`config.mk`:
```
export PLATFORM = sky130hd
export DESIGN_NAME = rbtb_seq_flat
export DESIGN_NICKNAME = d
export VERILOG_FILES = /design/src/sv/rbtb_pkg.sv /design/src/sv/rbtb_if.sv /design/src/sv/rbtb_seq.sv /design/src/flat_wrapper.sv
export SDC_FILE = /design/constraint.sdc
export NUM_CORES = 1
export LEC_CHECK = 0
export BUFFER_PORTS_ARGS = -buffer_cell sky130_fd_sc_hd__buf_2
export CORE_MARGIN = 2
export CORE_UTILIZATION = 46
export DETAILED_ROUTE_END_ITERATION = 7
export GPL_TIMING_DRIVEN = 0
export SYNTH_ARGS = -nofsm -noshare
export SYNTH_HDL_FRONTEND = slang
export SYNTH_MEMORY_MAX_BITS = 65536
export SYNTH_SLANG_ARGS = --single-unit
```
`constraint.sdc`:
```
create_clock -name clk -period 11.7 [get_ports clk]
set_input_delay 0 -clock clk [delete_from_list [all_inputs] [get_ports clk]]
set_output_delay 0 -clock clk [all_outputs]
set_load 0.02 [all_outputs]
```
`src/sv/rbtb_pkg.sv`:
```
`timescale 1ns / 1ps
// ----------------------------------------------------------------------------
// rbtb_pkg: shared types and constants
// framebuffer geometry, font table, command codes and sequencer states
// ----------------------------------------------------------------------------
package rbtb_pkg;

    localparam int RAW_WIDTH   = 800;
    localparam int RAW_HEIGHT  = 480;
    localparam int ROW_BYTES   = (RAW_WIDTH + 7) / 8;
    localparam int STORE_BYTES = ROW_BYTES * RAW_HEIGHT;
    localparam int ADDR_W      = $clog2(STORE_BYTES);
    localparam int COORD_W     = 13;

    typedef enum logic [1:0] {
        CMD_GLYPH = 2'd0,
        CMD_RECT  = 2'd1,
        CMD_READ  = 2'd2,
        CMD_NONE  = 2'd3
    } cmd_t;

    typedef enum logic [2:0] {
        ST_IDLE,
        ST_DOT,
        ST_PIX,
        ST_RD,
        ST_WR,
        ST_NEXT,
        ST_RESP
    } state_t;

    typedef struct packed {
        logic [1:0]  cmd;
        logic [9:0]  x_pos;
        logic [9:0]  y_pos;
        logic [7:0]  char_code;
        logic [3:0]  scale;
        logic [9:0]  rect_width;
        logic [9:0]  rect_height;
        logic        color_black;
        logic [15:0] byte_address;
    } req_t;

    typedef struct packed {
        logic [7:0]  read_data;
        logic [10:0] next_cursor_x;
    } rsp_t;

    typedef struct packed {
        logic              rd_en;
        logic              wr_en;
        logic [ADDR_W-1:0] addr;
        logic [7:0]        wdata;
    } mem_req_t;

    // returns found flag and 35 glyph bits, row 0 first, msb of each row leftmost
    function automatic logic [35:0] font_lookup(input logic [7:0] code);
        logic [35:0] r;
        r = '0;
        unique case (code)
            8'h20: r = {1'b1, 35'd0};
            8'h2D: r = {1'b1, 5'd0, 5'd0, 5'd0, 5'd31, 5'd0, 5'd0, 5'd0};
            8'h3A: r = {1'b1, 5'd0, 5'd4, 5'd0, 5'd0, 5'd4, 5'd0, 5'd0};
            8'h30: r = {1'b1, 5'd14, 5'd17, 5'd19, 5'd21, 5'd25, 5'd17, 5'd14};
            8'h31: r = {1'b1, 5'd4, 5'd12, 5'd4, 5'd4, 5'd4, 5'd4, 5'd14};
            8'h32: r = {1'b1, 5'd14, 5'd17, 5'd1, 5'd2, 5'd4, 5'd8, 5'd31};
            8'h33: r = {1'b1, 5'd30, 5'd1, 5'd1, 5'd14, 5'd1, 5'd1, 5'd30};
            8'h34: r = {1'b1, 5'd2, 5'd6, 5'd10, 5'd18, 5'd31, 5'd2, 5'd2};
            8'h35: r = {1'b1, 5'd31, 5'd16, 5'd16, 5'd30, 5'd1, 5'd1, 5'd30};
            8'h36: r = {1'b1, 5'd14, 5'd16, 5'd16, 5'd30, 5'd17, 5'd17, 5'd14};
            8'h37: r = {1'b1, 5'd31, 5'd1, 5'd2, 5'd4, 5'd8, 5'd8, 5'd8};
            8'h38: r = {1'b1, 5'd14, 5'd17, 5'd17, 5'd14, 5'd17, 5'd17, 5'd14};
            8'h39: r = {1'b1, 5'd14, 5'd17, 5'd17, 5'd15, 5'd1, 5'd1, 5'd14};
            8'h41: r = {1'b1, 5'd14, 5'd17, 5'd17, 5'd31, 5'd17, 5'd17, 5'd17};
            8'h42: r = {1'b1, 5'd30, 5'd17, 5'd17, 5'd30, 5'd17, 5'd17, 5'd30};
            8'h43: r = {1'b1, 5'd14, 5'd17, 5'd16, 5'd16, 5'd16, 5'd17, 5'd14};
            8'h44: r = {1'b1, 5'd30, 5'd17, 5'd17, 5'd17, 5'd17, 5'd17, 5'd30};
            8'h45: r = {1'b1, 5'd31, 5'd16, 5'd16, 5'd30, 5'd16, 5'd16, 5'd31};
            8'h46: r = {1'b1, 5'd31, 5'd16, 5'd16, 5'd30, 5'd16, 5'd16, 5'd16};
            8'h47: r = {1'b1, 5'd14, 5'd17, 5'd16, 5'd23, 5'd17, 5'd17, 5'd15};
            8'h48: r = {1'b1, 5'd17, 5'd17, 5'd17, 5'd31, 5'd17, 5'd17, 5'd17};
            8'h49: r = {1'b1, 5'd14, 5'd4, 5'd4, 5'd4, 5'd4, 5'd4, 5'd14};
            8'h4A: r = {1'b1, 5'd7, 5'd2, 5'd2, 5'd2, 5'd2, 5'd18, 5'd12};
            8'h4B: r = {1'b1, 5'd17, 5'd18, 5'd20, 5'd24, 5'd20, 5'd18, 5'd17};
            8'h4C: r = {1'b1, 5'd16, 5'd16, 5'd16, 5'd16, 5'd16, 5'd16, 5'd31};
            8'h4D: r = {1'b1, 5'd17, 5'd27, 5'd21, 5'd21, 5'd17, 5'd17, 5'd17};
            8'h4E: r = {1'b1, 5'd17, 5'd25, 5'd21, 5'd19, 5'd17, 5'd17, 5'd17};
            8'h4F: r = {1'b1, 5'd14, 5'd17, 5'd17, 5'd17, 5'd17, 5'd17, 5'd14};
            8'h50: r = {1'b1, 5'd30, 5'd17, 5'd17, 5'd30, 5'd16, 5'd16, 5'd16};
            8'h51: r = {1'b1, 5'd14, 5'd17, 5'd17, 5'd17, 5'd21, 5'd18, 5'd13};
            8'h52: r = {1'b1, 5'd30, 5'd17, 5'd17, 5'd30, 5'd20, 5'd18, 5'd17};
            8'h53: r = {1'b1, 5'd15, 5'd16, 5'd16, 5'd14, 5'd1, 5'd1, 5'd30};
            8'h54: r = {1'b1, 5'd31, 5'd4, 5'd4, 5'd4, 5'd4, 5'd4, 5'd4};
            8'h55: r = {1'b1, 5'd17, 5'd17, 5'd17, 5'd17, 5'd17, 5'd17, 5'd14};
            8'h56: r = {1'b1, 5'd17, 5'd17, 5'd17, 5'd17, 5'd17, 5'd10, 5'd4};
            8'h57: r = {1'b1, 5'd17, 5'd17, 5'd17, 5'd21, 5'd21, 5'd21, 5'd10};
            8'h58: r = {1'b1, 5'd17, 5'd17, 5'd10, 5'd4, 5'd10, 5'd17, 5'd17};
            8'h59: r = {1'b1, 5'd17, 5'd17, 5'd10, 5'd4, 5'd4, 5'd4, 5'd4};
            8'h5A: r = {1'b1, 5'd31, 5'd1, 5'd2, 5'd4, 5'd8, 5'd16, 5'd31};
            default: r = '0;
        endcase
        return r;
    endfunction

endpackage

```
`src/sv/rbtb_if.sv`:
```
`timescale 1ns / 1ps
// ----------------------------------------------------------------------------
// rbtb_if: valid/ready channel
// carries one payload per transfer, source drives valid and data
// ----------------------------------------------------------------------------
interface rbtb_req_if;
    logic             valid;
    logic             ready;
    rbtb_pkg::req_t   data;
    modport source (output valid, output data, input ready);
    modport sink   (input valid, input data, output ready);
endinterface

interface rbtb_rsp_if;
    logic             valid;
    logic             ready;
    rbtb_pkg::rsp_t   data;
    modport source (output valid, output data, input ready);
    modport sink   (input valid, input data, output ready);
endinterface

```
`src/sv/rbtb_seq.sv`:
```
`timescale 1ns / 1ps
// ----------------------------------------------------------------------------
// rbtb_seq: drawing sequencer
// walks glyph dots and pixels, one read-modify-write per pixel
// ----------------------------------------------------------------------------
module rbtb_seq (
    input  logic               clk,
    input  logic               rst_n,
    rbtb_req_if.sink           req,
    rbtb_rsp_if.source         rsp,
    output rbtb_pkg::mem_req_t mem,
    input  logic [7:0]         mem_rdata
);
    import rbtb_pkg::*;

    state_t state_reg, state_next;
    req_t   cur_reg, cur_next;
    logic [34:0] glyph_reg, glyph_next;
    logic [2:0]  row_reg, row_next;
    logic [2:0]  col_reg, col_next;
    logic [COORD_W-1:0] ox_reg, ox_next;
    logic [COORD_W-1:0] x1_reg, x1_next, y1_reg, y1_next;
    logic [COORD_W-1:0] px_reg, px_next, py_reg, py_next;
    logic [ADDR_W-1:0]  addr_reg, addr_next;
    logic [7:0]  mask_reg, mask_next;
    logic [7:0]  rd_data_reg, rd_data_next;
    logic        is_glyph_reg, is_glyph_next;
    logic        black_reg, black_next;
    logic        rsp_valid_reg, rsp_valid_next;

    logic [35:0] font_bits;
    logic [COORD_W-1:0] sc_ext, xe, ye, ry;
    logic [COORD_W-1:0] pad_row;
    logic [ADDR_W+COORD_W-1:0] lin;
    logic dot_lit;

    assign font_bits = font_lookup(req.data.char_code);
    assign sc_ext  = COORD_W'(cur_reg.scale);
    assign dot_lit = glyph_reg[34 - (row_reg * 5 + col_reg)];
    assign ry      = COORD_W'(RAW_HEIGHT - 1) - px_reg;
    assign pad_row = ry;
    assign lin     = (ADDR_W+COORD_W)'(pad_row) * (ADDR_W+COORD_W)'(ROW_BYTES)
                   + (ADDR_W+COORD_W)'(py_reg >> 3);

    assign req.ready = (state_reg == ST_IDLE) && !rsp_valid_reg;
    assign rsp.valid = rsp_valid_reg;
    assign rsp.data.read_data = rd_data_reg;
    assign rsp.data.next_cursor_x = is_glyph_reg
        ? 11'(cur_reg.x_pos) + 11'(cur_reg.scale) * 11'd6
        : 11'(cur_reg.x_pos);

    always_ff @(posedge clk or negedge rst_n)
    begin
        if (!rst_n)
        begin
            state_reg     <= ST_IDLE;
            rsp_valid_reg <= 1'b0;
        end
        else
        begin
            state_reg     <= state_next;
            rsp_valid_reg <= rsp_valid_next;
        end
    end

    always_ff @(posedge clk)
    begin
        cur_reg      <= cur_next;
        glyph_reg    <= glyph_next;
        row_reg      <= row_next;
        col_reg      <= col_next;
        ox_reg       <= ox_next;
        x1_reg       <= x1_next;
        y1_reg       <= y1_next;
        px_reg       <= px_next;
        py_reg       <= py_next;
        addr_reg     <= addr_next;
        mask_reg     <= mask_next;
        rd_data_reg  <= rd_data_next;
        is_glyph_reg <= is_glyph_next;
        black_reg    <= black_next;
    end

    always_comb
    begin
        state_next     = state_reg;
        cur_next       = cur_reg;
        glyph_next     = glyph_reg;
        row_next       = row_reg;
        col_next       = col_reg;
        ox_next        = ox_reg;
        x1_next        = x1_reg;
        y1_next        = y1_reg;
        px_next        = px_reg;
        py_next        = py_reg;
        addr_next      = addr_reg;
        mask_next      = mask_reg;
        rd_data_next   = rd_data_reg;
        is_glyph_next  = is_glyph_reg;
        black_next     = black_reg;
        rsp_valid_next = rsp_valid_reg;
        mem            = '0;
        xe             = '0;
        ye             = '0;
        if (rsp_valid_reg && rsp.ready)
        begin
            rsp_valid_next = 1'b0;
        end
        unique case (state_reg)
            ST_IDLE:
            begin
                if (req.valid && req.ready)
                begin
                    cur_next      = req.data;
                    glyph_next    = font_bits[34:0];
                    row_next      = '0;
                    col_next      = '0;
                    rd_data_next  = '0;
                    is_glyph_next = (req.data.cmd == CMD_GLYPH);
                    unique case (cmd_t'(req.data.cmd))
                        CMD_GLYPH:
                        begin
                            black_next = 1'b1;
                            if (font_bits[35] && req.data.scale != '0)
                            begin
                                state_next = ST_DOT;
                            end
                            else
                            begin
                                state_next = ST_RESP;
                            end
                        end
                        CMD_RECT:
                        begin
                            black_next = req.data.color_black;
                            ox_next    = COORD_W'(req.data.x_pos);
                            x1_next    = COORD_W'(req.data.x_pos)
                                       + COORD_W'(req.data.rect_width);
                            y1_next    = COORD_W'(req.data.y_pos)
                                       + COORD_W'(req.data.rect_height);
                            px_next    = COORD_W'(req.data.x_pos);
                            py_next    = COORD_W'(req.data.y_pos);
                            state_next = ST_PIX;
                        end
                        CMD_READ:
                        begin
                            if (req.data.byte_address < 16'(STORE_BYTES))
                            begin
                                mem.rd_en  = 1'b1;
                                mem.addr   = ADDR_W'(req.data.byte_address);
                                state_next = ST_RD;
                                is_glyph_next = 1'b0;
                                black_next = 1'b0;
                                mask_next  = '0;
                                addr_next  = ADDR_W'(req.data.byte_address);
                            end
                            else
                            begin
                                state_next = ST_RESP;
                            end
                        end
                        default:
                        begin
                            state_next = ST_RESP;
                        end
                    endcase
                end
            end
            ST_DOT:
            begin
                // origin of this dot square
                xe = COORD_W'(cur_reg.x_pos) + COORD_W'(col_reg) * sc_ext;
                ye = COORD_W'(cur_reg.y_pos) + COORD_W'(row_reg) * sc_ext;
                ox_next = xe;
                x1_next = xe + sc_ext;
                y1_next = ye + sc_ext;
                px_next = xe;
                py_next = ye;
                if (dot_lit)
                begin
                    state_next = ST_PIX;
                end
                else
                begin
                    state_next = ST_NEXT;
                end
            end
            ST_PIX:
            begin
                // clip: x against RAW_HEIGHT, y against RAW_WIDTH
                if (py_reg >= y1_reg || py_reg >= COORD_W'(RAW_WIDTH)
                    || ox_reg >= x1_reg)
                begin
                    state_next = cur_reg.cmd == CMD_GLYPH ? ST_NEXT : ST_RESP;
                end
                else if (px_reg >= x1_reg || px_reg >= COORD_W'(RAW_HEIGHT))
                begin
                    px_next = ox_reg;
                    py_next = py_reg + 1'b1;
                end
                else
                begin
                    addr_next  = ADDR_W'(lin);
                    mask_next  = 8'h80 >> py_reg[2:0];
                    mem.rd_en  = 1'b1;
                    mem.addr   = ADDR_W'(lin);
                    state_next = ST_RD;
                end
            end
            ST_RD:
            begin
                if (cur_reg.cmd == CMD_READ)
                begin
                    rd_data_next = mem_rdata;
                    state_next   = ST_RESP;
                end
                else
                begin
                    state_next = ST_WR;
                end
            end
            ST_WR:
            begin
                mem.wr_en  = 1'b1;
                mem.addr   = addr_reg;
                mem.wdata  = black_reg ? (mem_rdata & ~mask_reg) : (mem_rdata | mask_reg);
                px_next    = px_reg + 1'b1;
                state_next = ST_PIX;
            end
            ST_NEXT:
            begin
                if (col_reg == 3'd4)
                begin
                    col_next = '0;
                    if (row_reg == 3'd6)
                    begin
                        state_next = ST_RESP;
                    end
                    else
                    begin
                        row_next   = row_reg + 1'b1;
                        state_next = ST_DOT;
                    end
                end
                else
                begin
                    col_next   = col_reg + 1'b1;
                    state_next = ST_DOT;
                end
            end
            ST_RESP:
            begin
                rsp_valid_next = 1'b1;
                state_next     = ST_IDLE;
            end
            default:
            begin
                state_next = ST_IDLE;
            end
        endcase
    end
endmodule

```
`src/flat_wrapper.sv`:
```
// flat-port wrapper written by rule: the top's interface ports become plain ports
module rbtb_seq_flat import rbtb_pkg::*;
  (clk, rst_n, mem, mem_rdata, req_valid, req_data, req_ready, rsp_valid, rsp_data, rsp_ready);
  rbtb_req_if req_i ();
  rbtb_rsp_if rsp_i ();
  input  logic clk;
  input  logic rst_n;
  output rbtb_pkg::mem_req_t mem;
  input  logic [7:0] mem_rdata;
  input wire logic [$bits(req_i.valid)-1:0] req_valid;
  input wire logic [$bits(req_i.data)-1:0] req_data;
  output wire logic [$bits(req_i.ready)-1:0] req_ready;
  output wire logic [$bits(rsp_i.valid)-1:0] rsp_valid;
  output wire logic [$bits(rsp_i.data)-1:0] rsp_data;
  input wire logic [$bits(rsp_i.ready)-1:0] rsp_ready;
  assign req_i.valid = req_valid;
  assign req_i.data = req_data;
  assign req_ready = req_i.ready;
  assign rsp_valid = rsp_i.valid;
  assign rsp_data = rsp_i.data;
  assign rsp_i.ready = rsp_ready;
  rbtb_seq u_core (.clk(clk), .rst_n(rst_n), .req(req_i), .rsp(rsp_i), .mem(mem), .mem_rdata(mem_rdata));
endmodule
```
==> flow_metrics.py <==
metrics = {
    "floorplanning": {
        "initial_core_util": 0.465,
        "die_w_um": 182,
        "rows": 65,
        "dieArea_mm2": 0.0333,
        "die_h_um": 182,
        "ios": 130,
        "coreArea_mm2": 0.0315,
    },
    "detailed_routing": {
        "drt-pass1-iter-count": 5,
        "vias_per_cell": 5.83,
        "vias": 12929,
        "avgRoutedWirePerCell_um": 20.5,
        "route.detailed.drc": 0,
        "wirelength_um": 45400,
        "drt-initial-drc-count": 1265,
        "ant_nets": 0,
    },
    "setup_path": {
        "crit_top_cell": "ha_1",
        "r2r_end": "u_core.y1_reg[9]$_DFFE_PP_",
        "worstPathArrival_ps": 4940,
        "cpPeakStageDelay_ps": 650,
        "critPathKind": "reg -> out",
        "crit_fanout": 11,
        "r2r_cells": 16,
        "start_kind": "flip-flop",
        "cp_cell_sequence": "ha_1 -> xor2_1 -> inv_1 -> ha_1 -> ha_1 -> inv_1 -> fa_1 -> inv_1 -> ha_1 -> or2_2 -> o311ai_0 -> xor2_1 -> nor3_1 -> nand3_1 -> xnor2_1 -> o21ai_0 -> buf_2",
        "worstPathRequired_ps": 11700,
        "r2r-start": "u_core.cur_reg[38]$_DFFE_PP_",
        "crit_slowest_cell": "edfxtp_1",
        "cp-end-kind": "output pin",
        "r2r_setup_slack_ps": 6990,
    },
    "synth": {
        "synth.area.top_cells": "edfxtp_1 33%, ha_1 15%, a21oi_1 4.4%",
        "synthMostInstantiatedCell": "ha_1",
        "synth_area_mm2": 0.0146,
        "synth_edf_count": 162,
        "syn_inst": 1596,
        "synth_ff_type": "edfxtp_1",
        "yosysUniqueCellTypes": 75,
        "synth.top_cell.area_share": 0.332,
        "async_flop_share": 0.0241,
        "yosysSeqAreaShare": 0.339,
        "synth_common_cells": "172 x ha_1, 162 x edfxtp_1, 157 x nand2_1",
        "synth_top_cell_by_area": "edfxtp_1",
        "syn_avg_cell_area_um2": 9.17,
        "ys_ff_latch": 166,
        "yosysWarnings": 0,
    },
    "pwr": {
        "vdd_drop_max_uv": 566,
        "p_sw_frac": 0.489,
        "seq_power_share": 0.174,
        "total_power_mw": 5.96,
        "p_per_area_mw_per_mm2": 351,
        "intPower_mw": 3.04,
        "combPwrFrac": 0.731,
        "p_switching_mw": 2.92,
        "pwr-share-clk": 0.096,
        "power_leakage_nw": 7.29,
    },
    "final_layout": {
        "fillerInstances": 2960,
        "fin_nets": 2082,
        "largest_register_ffs": 35,
        "drive_above_1_share": 0.110,
        "antennaDiodeCount": 0,
        "area_growth_pct": 16.1,
    },
    "worst_hold_path": {
        "hp-start": "req_data[17]",
        "hold_end": "u_core.y1_reg[0]$_DFFE_PP_",
        "hold_path.class": "in -> reg",
        "hold_depth": 4,
    },
    "global_routing": {
        "grt_max_degree": 43,
        "antenna_found_initial": 1,
        "track_usage": 0.280,
        "grt_pass1_wl_um": 72100,
        "grt_pass1_vias": 13075,
        "grt-ovfl-total": 0,
    },
    "sta": {
        "slew_violations": 0,
        "finalSetupViolations": 0,
        "hold_viol": 0,
        "finalSetupTns_ps": 0,
        "setup_ws_ps": 6760,
        "skew_ps": 11.8,
        "period_minus_slack_ps": 4940,
        "relSlewSlack": 0.143,
        "fmax_mhz": 202,
        "fin_crit_sh": 0.422,
        "worstMarginPinSlew_ps": 1270,
        "grt_setup_unrepaired": "no",
    },
    "clock_tree": {
        "post_cts_buffers": 0,
        "cts_tree": "done",
        "cts_resized": 0,
        "root_buffer": "clkbuf_16",
        "cts_sinks": 166,
        "clk_latency_ps": 450,
        "numCtsBuffers": 17,
        "postCtsHoldBufs": 54,
        "h-tree-depth": 4,
        "clk_pin_slew_ps": 70,
        "cts_buffer_depth": 2,
    },
    "placed_design": {
        "dp_slack_ps": 7050,
        "routabilityCongestion": 1.01,
        "place_hpwl_um": 35700,
        "io_buffers": 127,
    },
    "run": {
        "drv_cap": 0,
    },
    "run_status": {
        "status": "finished, final reports clean",
    },
}
==> power groups by stage <==
stage / combinational (mW) / sequential (mW) / clock [mW]
3_5_place_dp: 4.33 / 1.04 / 0
6_report: 4.35 / 1.03 / 0.571
2_1_floorplan: 3.37 / 1.00 / 0
4_1_cts: 4.36 / 1.03 / 0.576
3_3_place_gp: 4.23 / 1.05 / 0
5_1_grt: 4.93 / 1.05 / 0.599
==> how the worst max path moves through the flow <==
stage,end,slack (ps),cells past startpoint,startpoint
2_1_floorplan,u_core.ox_reg[0]$_DFFE_PP_,5790,7,u_core.state_reg[0]$_DFFE_PN0P_
3_3_place_gp,u_core.x1_reg[10]$_DFFE_PP_,3360,7,u_core.state_reg[0]$_DFFE_PN0P_
3_5_place_dp,u_core.y1_reg[9]$_DFFE_PP_,7050,16,u_core.cur_reg[38]$_DFFE_PP_
4_1_cts,mem[23],6730,17,u_core.px_reg[5]$_DFFE_PP_
5_1_grt,mem[23],6370,16,u_core.px_reg[5]$_DFFE_PP_
6_report,mem[23],6760,17,u_core.px_reg[5]$_DFFE_PP_
==> area by class of cell <==
class                           instances  area [µm²]  share of cell area
Multi-Input combinational cell       1238        8960               0.527
Sequential cell                       166        4960               0.292
Timing Repair Buffer                  187        1260              0.0739
Tap cell                              402         503              0.0296
Inverter                              127         477              0.0281
Clock buffer                           17         425              0.0250
Buffer                                 66         258              0.0152
Clock inverter                         15         150             0.00884
==> worst max-delay path, delay by kind of cell, from the launching register on <==
kind                       cells  cell delay [ps]
DFF                            1              650
and+or+nand+nor                3              690
adders and majority gates      5             1700
buffers and inverters          4              380
xor gates and xnor gates       3              760
AOI/OAI and AO/OA              2              300
==> stage by stage <==
stage               area [µm²]  instances   util  hold WS (ps)
detailed placement       15900       2132  0.504          -160
CTS                      17000       2218  0.540          4.61
global placement         15800       2126  0.501          -147
global route             17000       2218  0.540          14.3
finish                   17000       2218  0.540          9.20
floorplan                14600       1597      -          -296
==> cells in the final DEF, fill, tap and decap left out, types with 9 or more instances in the layout <==
cell type / Yosys / routed
o31ai_1: 13 / 13
clkbuf_16: 0 / 17
a21oi_1: 129 / 129
xnor2_1: 62 / 62
a211oi_1: 14 / 14
a21o_1: 28 / 28
buf_2: 5 / 132
xor2_1: 43 / 43
o21ai_0: 118 / 117
and3_1: 21 / 21
a22oi_1: 20 / 20
a31oi_1: 9 / 9
edfxtp_1: 162 / 162
nand3_1: 35 / 35
dlygate4sd3_1: 0 / 54
nand2b_1: 13 / 13
nor2b_1: 24 / 24
buf_1: 11 / 11
nor2_1: 125 / 125
fa_1: 24 / 24
nor3b_1: 10 / 10
mux2i_1: 26 / 26
o21a_1: 14 / 14
ha_1: 172 / 172
and2_1: 17 / 17
nor3_1: 25 / 24
a221o_1: 10 / 10
clkbuf_1: 49 / 49
nand2_1: 157 / 157
inv_1: 126 / 125
==> metal layers <==
metal / track usage / wire length [µm]
met2: 0.479 / 21900
met5: 0 / 8
met3: 0.0327 / 2230
met4: 0.0919 / 1150
met1: 0.372 / 20100
==> kinds of logic after synthesis <==
kind of cell,after synthesis,synth area share
compound gates,430,0.185
simple gates,465,0.147
buf+inv,193,0.0502
other cells,1,0.000256
flops,166,0.339
mux,39,0.0339
fa+ha+maj,196,0.180
xor+xnor,106,0.0644
Note: power is estimated with default switching activity, not from simulation.
